### src/rth_pkg.sv
// ----------------------------------------------------------------------------
// rth_pkg: shared types and constants for the RGB to HSV converter
// Pipeline stage records, conversion constants and one restoring-division step.
// ----------------------------------------------------------------------------
package rth_pkg;

   // Pipeline shape: input slot, prep slot, four division slots, output slot
   localparam int PipeDepth  = 7;
   localparam int DivFirst   = 2;
   localparam int DivLast    = 5;

   // Conversion constants
   localparam logic [7:0] HueRed    = 8'd0;
   localparam logic [7:0] HueGreen  = 8'd85;
   localparam logic [7:0] HueBlue   = 8'd171;
   localparam logic [7:0] HueGain   = 8'd43;
   localparam logic [7:0] SatGain   = 8'd255;

   // Captured input pixel
   typedef struct packed {
      logic [7:0] red;
      logic [7:0] green;
      logic [7:0] blue;
   } pix_type;

   // Division stage record: two dividers running side by side
   typedef struct packed {
      logic [7:0]  hue_base;
      logic        hue_neg;
      logic [15:0] hue_rem;
      logic [7:0]  hue_den;
      logic [7:0]  hue_quo;
      logic [15:0] sat_rem;
      logic [7:0]  sat_den;
      logic [7:0]  sat_quo;
      logic [7:0]  brightness;
   } div_stage_type;

   // Result of one division step
   typedef struct packed {
      logic [15:0] rem;
      logic        quo_bit;
   } step_type;

   // One restoring step: try to take den << shamt out of the remainder
   function automatic step_type div_step(input logic [15:0] rem,
                                         input logic [7:0]  den,
                                         input logic [2:0]  shamt);
      logic [15:0] trial;
      step_type    res;
      trial = {8'b0, den} << shamt;
      if (rem >= trial) begin
         res.rem     = rem - trial;
         res.quo_bit = 1'b1;
      end else begin
         res.rem     = rem;
         res.quo_bit = 1'b0;
      end
      return res;
   endfunction

endpackage

### src/rgb_to_hsv.sv
// ----------------------------------------------------------------------------
// rgb_to_hsv: pipelined 8-bit RGB to HSV pixel converter
// Value is the largest channel, saturation 255*range/max, hue a sector base
// plus 43*difference/range; both quotients come from restoring dividers.
// ----------------------------------------------------------------------------
//
//   channel  ports                                  direction
//   req      req_valid req_ready req_red/green/blue  in  (one pixel per item)
//   rsp      rsp_valid rsp_ready rsp_hue/            out (one result per item)
//            rsp_saturation rsp_brightness
//
// One item enters per cycle unless the pipeline is stalled. The depth is
// set by the two 8-bit restoring dividers, run two quotient bits per stage
// over four stages, behind an input and a prep stage. Reset clears all
// valid bits. Each stage holds its item while the next stage is full and
// stalled, so empty stages still fill while a result waits.
//
module rgb_to_hsv (
   input  logic       clock,
   input  logic       reset,
   input  logic       req_valid,
   output logic       req_ready,
   input  logic [7:0] req_red,
   input  logic [7:0] req_green,
   input  logic [7:0] req_blue,
   output logic       rsp_valid,
   input  logic       rsp_ready,
   output logic [7:0] rsp_hue,
   output logic [7:0] rsp_saturation,
   output logic [7:0] rsp_brightness
);
   import rth_pkg::*;

   logic [PipeDepth-1:0] valid_ff;
   logic [PipeDepth-1:0] valid_in;
   logic [PipeDepth-1:0] rdy;

   pix_type       pix_ff;
   pix_type       pix_in;
   div_stage_type prep_in;
   div_stage_type div_ff [1:DivLast];
   div_stage_type div_in [DivFirst:DivLast];
   logic [7:0]    hue_ff;
   logic [7:0]    hue_in;
   logic [7:0]    sat_ff;
   logic [7:0]    sat_in;
   logic [7:0]    bright_ff;
   logic [7:0]    bright_in;

   // Slot ready: empty, or its item moves on this cycle
   always_comb begin
      rdy[PipeDepth-1] = !valid_ff[PipeDepth-1] || rsp_ready;
      for (int k = PipeDepth - 2; k >= 0; k--) begin
         rdy[k] = !valid_ff[k] || rdy[k+1];
      end
   end

   assign req_ready = rdy[0];

   // Advance valid bits slot by slot
   always_comb begin
      if (rdy[0]) begin
         valid_in[0] = req_valid;
      end else begin
         valid_in[0] = valid_ff[0];
      end
      for (int k = 1; k < PipeDepth; k++) begin
         if (rdy[k]) begin
            valid_in[k] = valid_ff[k-1];
         end else begin
            valid_in[k] = valid_ff[k];
         end
      end
   end

   always_ff @(posedge clock) begin
      if (reset) begin
         valid_ff <= '0;
      end else begin
         valid_ff <= valid_in;
      end
   end

   // Capture the input pixel
   always_comb begin
      pix_in.red   = req_red;
      pix_in.green = req_green;
      pix_in.blue  = req_blue;
   end

   // Prep: max, min, sector, numerators and divisors
   always_comb begin
      logic [7:0]  hi;
      logic [7:0]  lo;
      logic [7:0]  span;
      logic [8:0]  diff;
      logic [7:0]  mag;
      hi = (pix_ff.red > pix_ff.green) ? pix_ff.red : pix_ff.green;
      hi = (hi > pix_ff.blue) ? hi : pix_ff.blue;
      lo = (pix_ff.red < pix_ff.green) ? pix_ff.red : pix_ff.green;
      lo = (lo < pix_ff.blue) ? lo : pix_ff.blue;
      span = hi - lo;
      // Ties: red wins over green, green over blue
      if (hi == pix_ff.red) begin
         prep_in.hue_base = HueRed;
         diff = {1'b0, pix_ff.green} - {1'b0, pix_ff.blue};
      end else if (hi == pix_ff.green) begin
         prep_in.hue_base = HueGreen;
         diff = {1'b0, pix_ff.blue} - {1'b0, pix_ff.red};
      end else begin
         prep_in.hue_base = HueBlue;
         diff = {1'b0, pix_ff.red} - {1'b0, pix_ff.green};
      end
      // Divide the magnitude, restore the sign at the end (truncate to zero)
      prep_in.hue_neg = diff[8];
      mag = diff[8] ? 8'(-diff) : diff[7:0];
      prep_in.hue_rem = 16'(HueGain) * {8'b0, mag};
      prep_in.sat_rem = 16'(SatGain) * {8'b0, span};
      // Black and gray pixels have zero numerators: keep divisors nonzero
      prep_in.hue_den    = (span == 8'd0) ? 8'd1 : span;
      prep_in.sat_den    = (hi == 8'd0) ? 8'd1 : hi;
      prep_in.hue_quo    = '0;
      prep_in.sat_quo    = '0;
      prep_in.brightness = hi;
   end

   // Division: two quotient bits per stage, most significant first
   always_comb begin
      step_type h_step;
      step_type s_step;
      logic [2:0] shamt;
      for (int k = DivFirst; k <= DivLast; k++) begin
         div_in[k] = div_ff[k-1];
         for (int j = 0; j < 2; j++) begin
            shamt  = 3'(11 - 2 * k - j);
            h_step = div_step(div_in[k].hue_rem, div_in[k].hue_den, shamt);
            s_step = div_step(div_in[k].sat_rem, div_in[k].sat_den, shamt);
            div_in[k].hue_rem        = h_step.rem;
            div_in[k].hue_quo[shamt] = h_step.quo_bit;
            div_in[k].sat_rem        = s_step.rem;
            div_in[k].sat_quo[shamt] = s_step.quo_bit;
         end
      end
   end

   // Combine: hue wraps modulo 256
   always_comb begin
      if (div_ff[DivLast].hue_neg) begin
         hue_in = div_ff[DivLast].hue_base - div_ff[DivLast].hue_quo;
      end else begin
         hue_in = div_ff[DivLast].hue_base + div_ff[DivLast].hue_quo;
      end
      sat_in    = div_ff[DivLast].sat_quo;
      bright_in = div_ff[DivLast].brightness;
   end

   // Payload registers: load when the slot takes a new item
   always_ff @(posedge clock) begin
      if (rdy[0]) begin
         pix_ff <= pix_in;
      end
      if (rdy[1]) begin
         div_ff[1] <= prep_in;
      end
      for (int k = DivFirst; k <= DivLast; k++) begin
         if (rdy[k]) begin
            div_ff[k] <= div_in[k];
         end
      end
      if (rdy[PipeDepth-1]) begin
         hue_ff    <= hue_in;
         sat_ff    <= sat_in;
         bright_ff <= bright_in;
      end
   end

   assign rsp_valid      = valid_ff[PipeDepth-1];
   assign rsp_hue        = hue_ff;
   assign rsp_saturation = sat_ff;
   assign rsp_brightness = bright_ff;

endmodule
### config.mk
export PLATFORM = sky130hd
export DESIGN_NAME = rgb_to_hsv
export DESIGN_NICKNAME = d
export VERILOG_FILES = /design/src/rth_pkg.sv /design/src/rgb_to_hsv.sv
export SDC_FILE = /design/constraint.sdc
export NUM_CORES = 1
export LEC_CHECK = 0
export BUFFER_PORTS_ARGS = -buffer_cell sky130_fd_sc_hd__buf_2
export CORE_UTILIZATION = 50
export DETAILED_ROUTE_END_ITERATION = 8
export GPL_TIMING_DRIVEN = 0
export PLACE_DENSITY = 0.7
export SLEW_MARGIN = 5
export SYNTH_ARGS = -nofsm -noshare
export SYNTH_HDL_FRONTEND = slang
export SYNTH_SLANG_ARGS = --single-unit
### constraint.sdc
create_clock -name clock -period 24.6 [get_ports clock]
set_input_delay 3.69 -clock clock [delete_from_list [all_inputs] [get_ports clock]]
set_output_delay 3.69 -clock clock [all_outputs]
set_load 0.02 [all_outputs]
==> impl_metrics.csv <==
group,metric,value,unit
synth,async_flop_share,0,%
clock_tree,cts-htree-levels,2,
timing,hold_violations,0,
route,drt_wl_total,46.8,mm
synth,synthDistinctLibCells,88,
clock_tree,root_buffer,"clkbuf_16",
clock_tree,cts_resized,0,
global_route,antenna_found_initial,1,
placement,place_congestion,0.965,
synth,syn_inst,2190,
placement,dp_hpwl,37.4,mm
synth,synth-edff-count,338,
timing,finalSetupViolCount,0,
die,fp.coreArea,46500,µm²
critical_path,cp_slowest_cell,"fa_1",
timing,tns,0,ns
synth,ys_ff_latch,345,
die,row_count,79,
global_route,grt_pass1_vias,16100,
clock_tree,clkTransAtPathRegs,0.06,ns
critical_path,criticalPathCategory,"reg -> reg",
critical_path,critPathMaxFanout,10,
synth,synthesis.area,23500,µm²
synth,yosys_warnings,0,
synth,synth_nets,2518,
die,initial_core_util,50.6,%
synth,yosys_most_used_dff,"edfxtp_1",
clock_tree,cts_tree,"yes",
timing,timing.fmax,0.0882,GHz
synth,synth.area.top_cells,"edfxtp_1 43%, ha_1 13%, inv_1 4.6%",
outcome,status,"completed",
critical_path,cp_common_cell,"inv_1",
route,first_pass_iters,6,
route,vias,15900,
clock_tree,clockBufferDepth,3,
global_route,grt_max_degree,73,
hold_path,hp-class,"reg -> reg",
global_route,grt_util_all_layers,20.1,%
synth,yosysTopAreaCell,"edfxtp_1",
cells_and_area,drive_gt1_share,8.60,%
route,ant_nets,0,
timing,finClkSkew,0.0245,ns
timing,min_period,11.34,ns
clock_tree,insertion_delay,0.56,ns
timing,min_period_over_period,46.1,%
route,drtIter0Drc,799,
critical_path,worstPathArrival,11.64,ns
synth,synth_common_cells,"338 x edfxtp_1, 285 x inv_1, 252 x ha_1",
critical_path,startpoint_type,"flip-flop",
synth,synth_top_area_share,43.2,%
timing,max_slew_margin,20.1,%
global_route,grt_pass1_wl,77.3,mm
die,pin_count,54,
route,drc,0,
cells_and_area,synthToLayoutAreaGrowth,10.1,%
route,wl_per_cell,16.0,µm
synth,avgSynthCellArea,10.7,µm²
synth,synth_most_common_cell,"edfxtp_1",
die,die_x,219,µm
clock_tree,cts_buffers,37,
critical_path,max_stage_delay,0.66,ns
timing,post-route-worst-setup-slack,13.26,ns
cells_and_area,num-nets-final,2613,
clock_tree,cts.sinks,345,
timing,max_slew.worst_pin.slew,1.18,ns
placement,portBuffers,53,
critical_path,crit_required,24.89,ns
die,dieArea,47900,µm²
critical_path,cp-end-kind,"flip-flop",
route,via_per_inst,5.44,
synth,ys_seq_area_share,43.8,%
clock_tree,cts_hold_buf,0,
placement,place_ws,13.47,ns
timing,slew_viol_final,0,
global_route,grt_overflow,0,
die,die_h,219,µm
clock_tree,post_cts_buffers,0,
timing,rsz0062_at_grt,"no",
run,drv_cap,0,
registers in the layout, indices dropped and copies added, names as in the netlist:
signal	cells
div_ff	290
pix_ff	24
rsp_brightness	8
rsp_hue	8
rsp_saturation	8
valid_ff	7
cells by family after synthesis:
logic type	count (synthesis)	share of synthesized area, %
adders and majority gates	301	17.5
AOI/OAI and AO/OA	468	12.6
DFF	345	43.8
buffers and inverters	314	5.07
muxes	72	3.30
xor gates and xnor gates	178	6.66
and+or+nand+nor	512	11.1
metrics by stage:
step	util [%]	cells	area [µm²]	hold slack, ns
floorplan	-	2190	23500	0.400
global placement	52.8	2850	24500	0.401
detailed placement	53.0	2853	24600	0.405
CTS	55.7	2921	25900	0.401
global route	55.7	2922	25900	0.394
finish	55.7	2922	25900	0.407
layer usage:
metal | global-route usage (%) | wire length [µm]
met5 | 0 | 0
met4 | 8.50 | 1680
met3 | 2.49 | 1570
met2 | 35.9 | 22900
met1 | 24.5 | 20600
worst paths after layout:
check                                     from             end  slack, ns  depth (start not counted)
worst max register to register      pix_ff[14]  div_ff[0][120]      13.26                         43
worst min register to register  div_ff[0][321]  div_ff[0][402]       0.41                          0
worst max-delay path                pix_ff[14]  div_ff[0][120]      13.26                         43
worst min-delay path            div_ff[0][321]  div_ff[0][402]       0.41                          0
layout make-up:
| cell class | count | area [µm²] |
|---|---|---|
| antenna | 1 | 2.50 |
| clock inverter | 24 | 285 |
| multi-input combinational | 1531 | 12100 |
| tap | 607 | 759 |
| buffer | 28 | 119 |
| inverter | 286 | 1070 |
| fill | 3912 | 20600 |
| timing repair buffer | 56 | 320 |
| sequential | 345 | 10300 |
| clock buffer | 44 | 983 |
worst max-delay path: cells and delay by family (launching register included):
family	cells	cell delay [ns]
adders and majority gates	11	4.24
AOI/OAI and AO/OA	14	3.34
buffers and inverters	10	1.22
DFF	1	0.55
xor gates and xnor gates	3	0.50
and+or+nand+nor	5	1.23
layout by cell type (no fill, tap or decap), drive strengths merged, types with 9 or more instances in the layout:
cell type	n
nor4	22
a31oi	11
nand2b	39
o21a	9
xor2	62
mux2i	31
o31ai	14
buf	64
clkbuf	64
a211oi	10
nand3	21
edfxtp	338
mux2	41
fa	48
nor3	28
nor2b	36
nor2	136
a21o	55
nand2	123
and3	10
a21oi	151
nand3b	10
clkinv	14
o21ai	122
o21bai	18
nand4	24
xnor2	116
ha	252
a21boi	26
or2	11
inv	290
and2	15
Power is left out: the tool's default activity adds up to more than one toggle a clock period on the data nets, which glitch-free logic cannot reach.
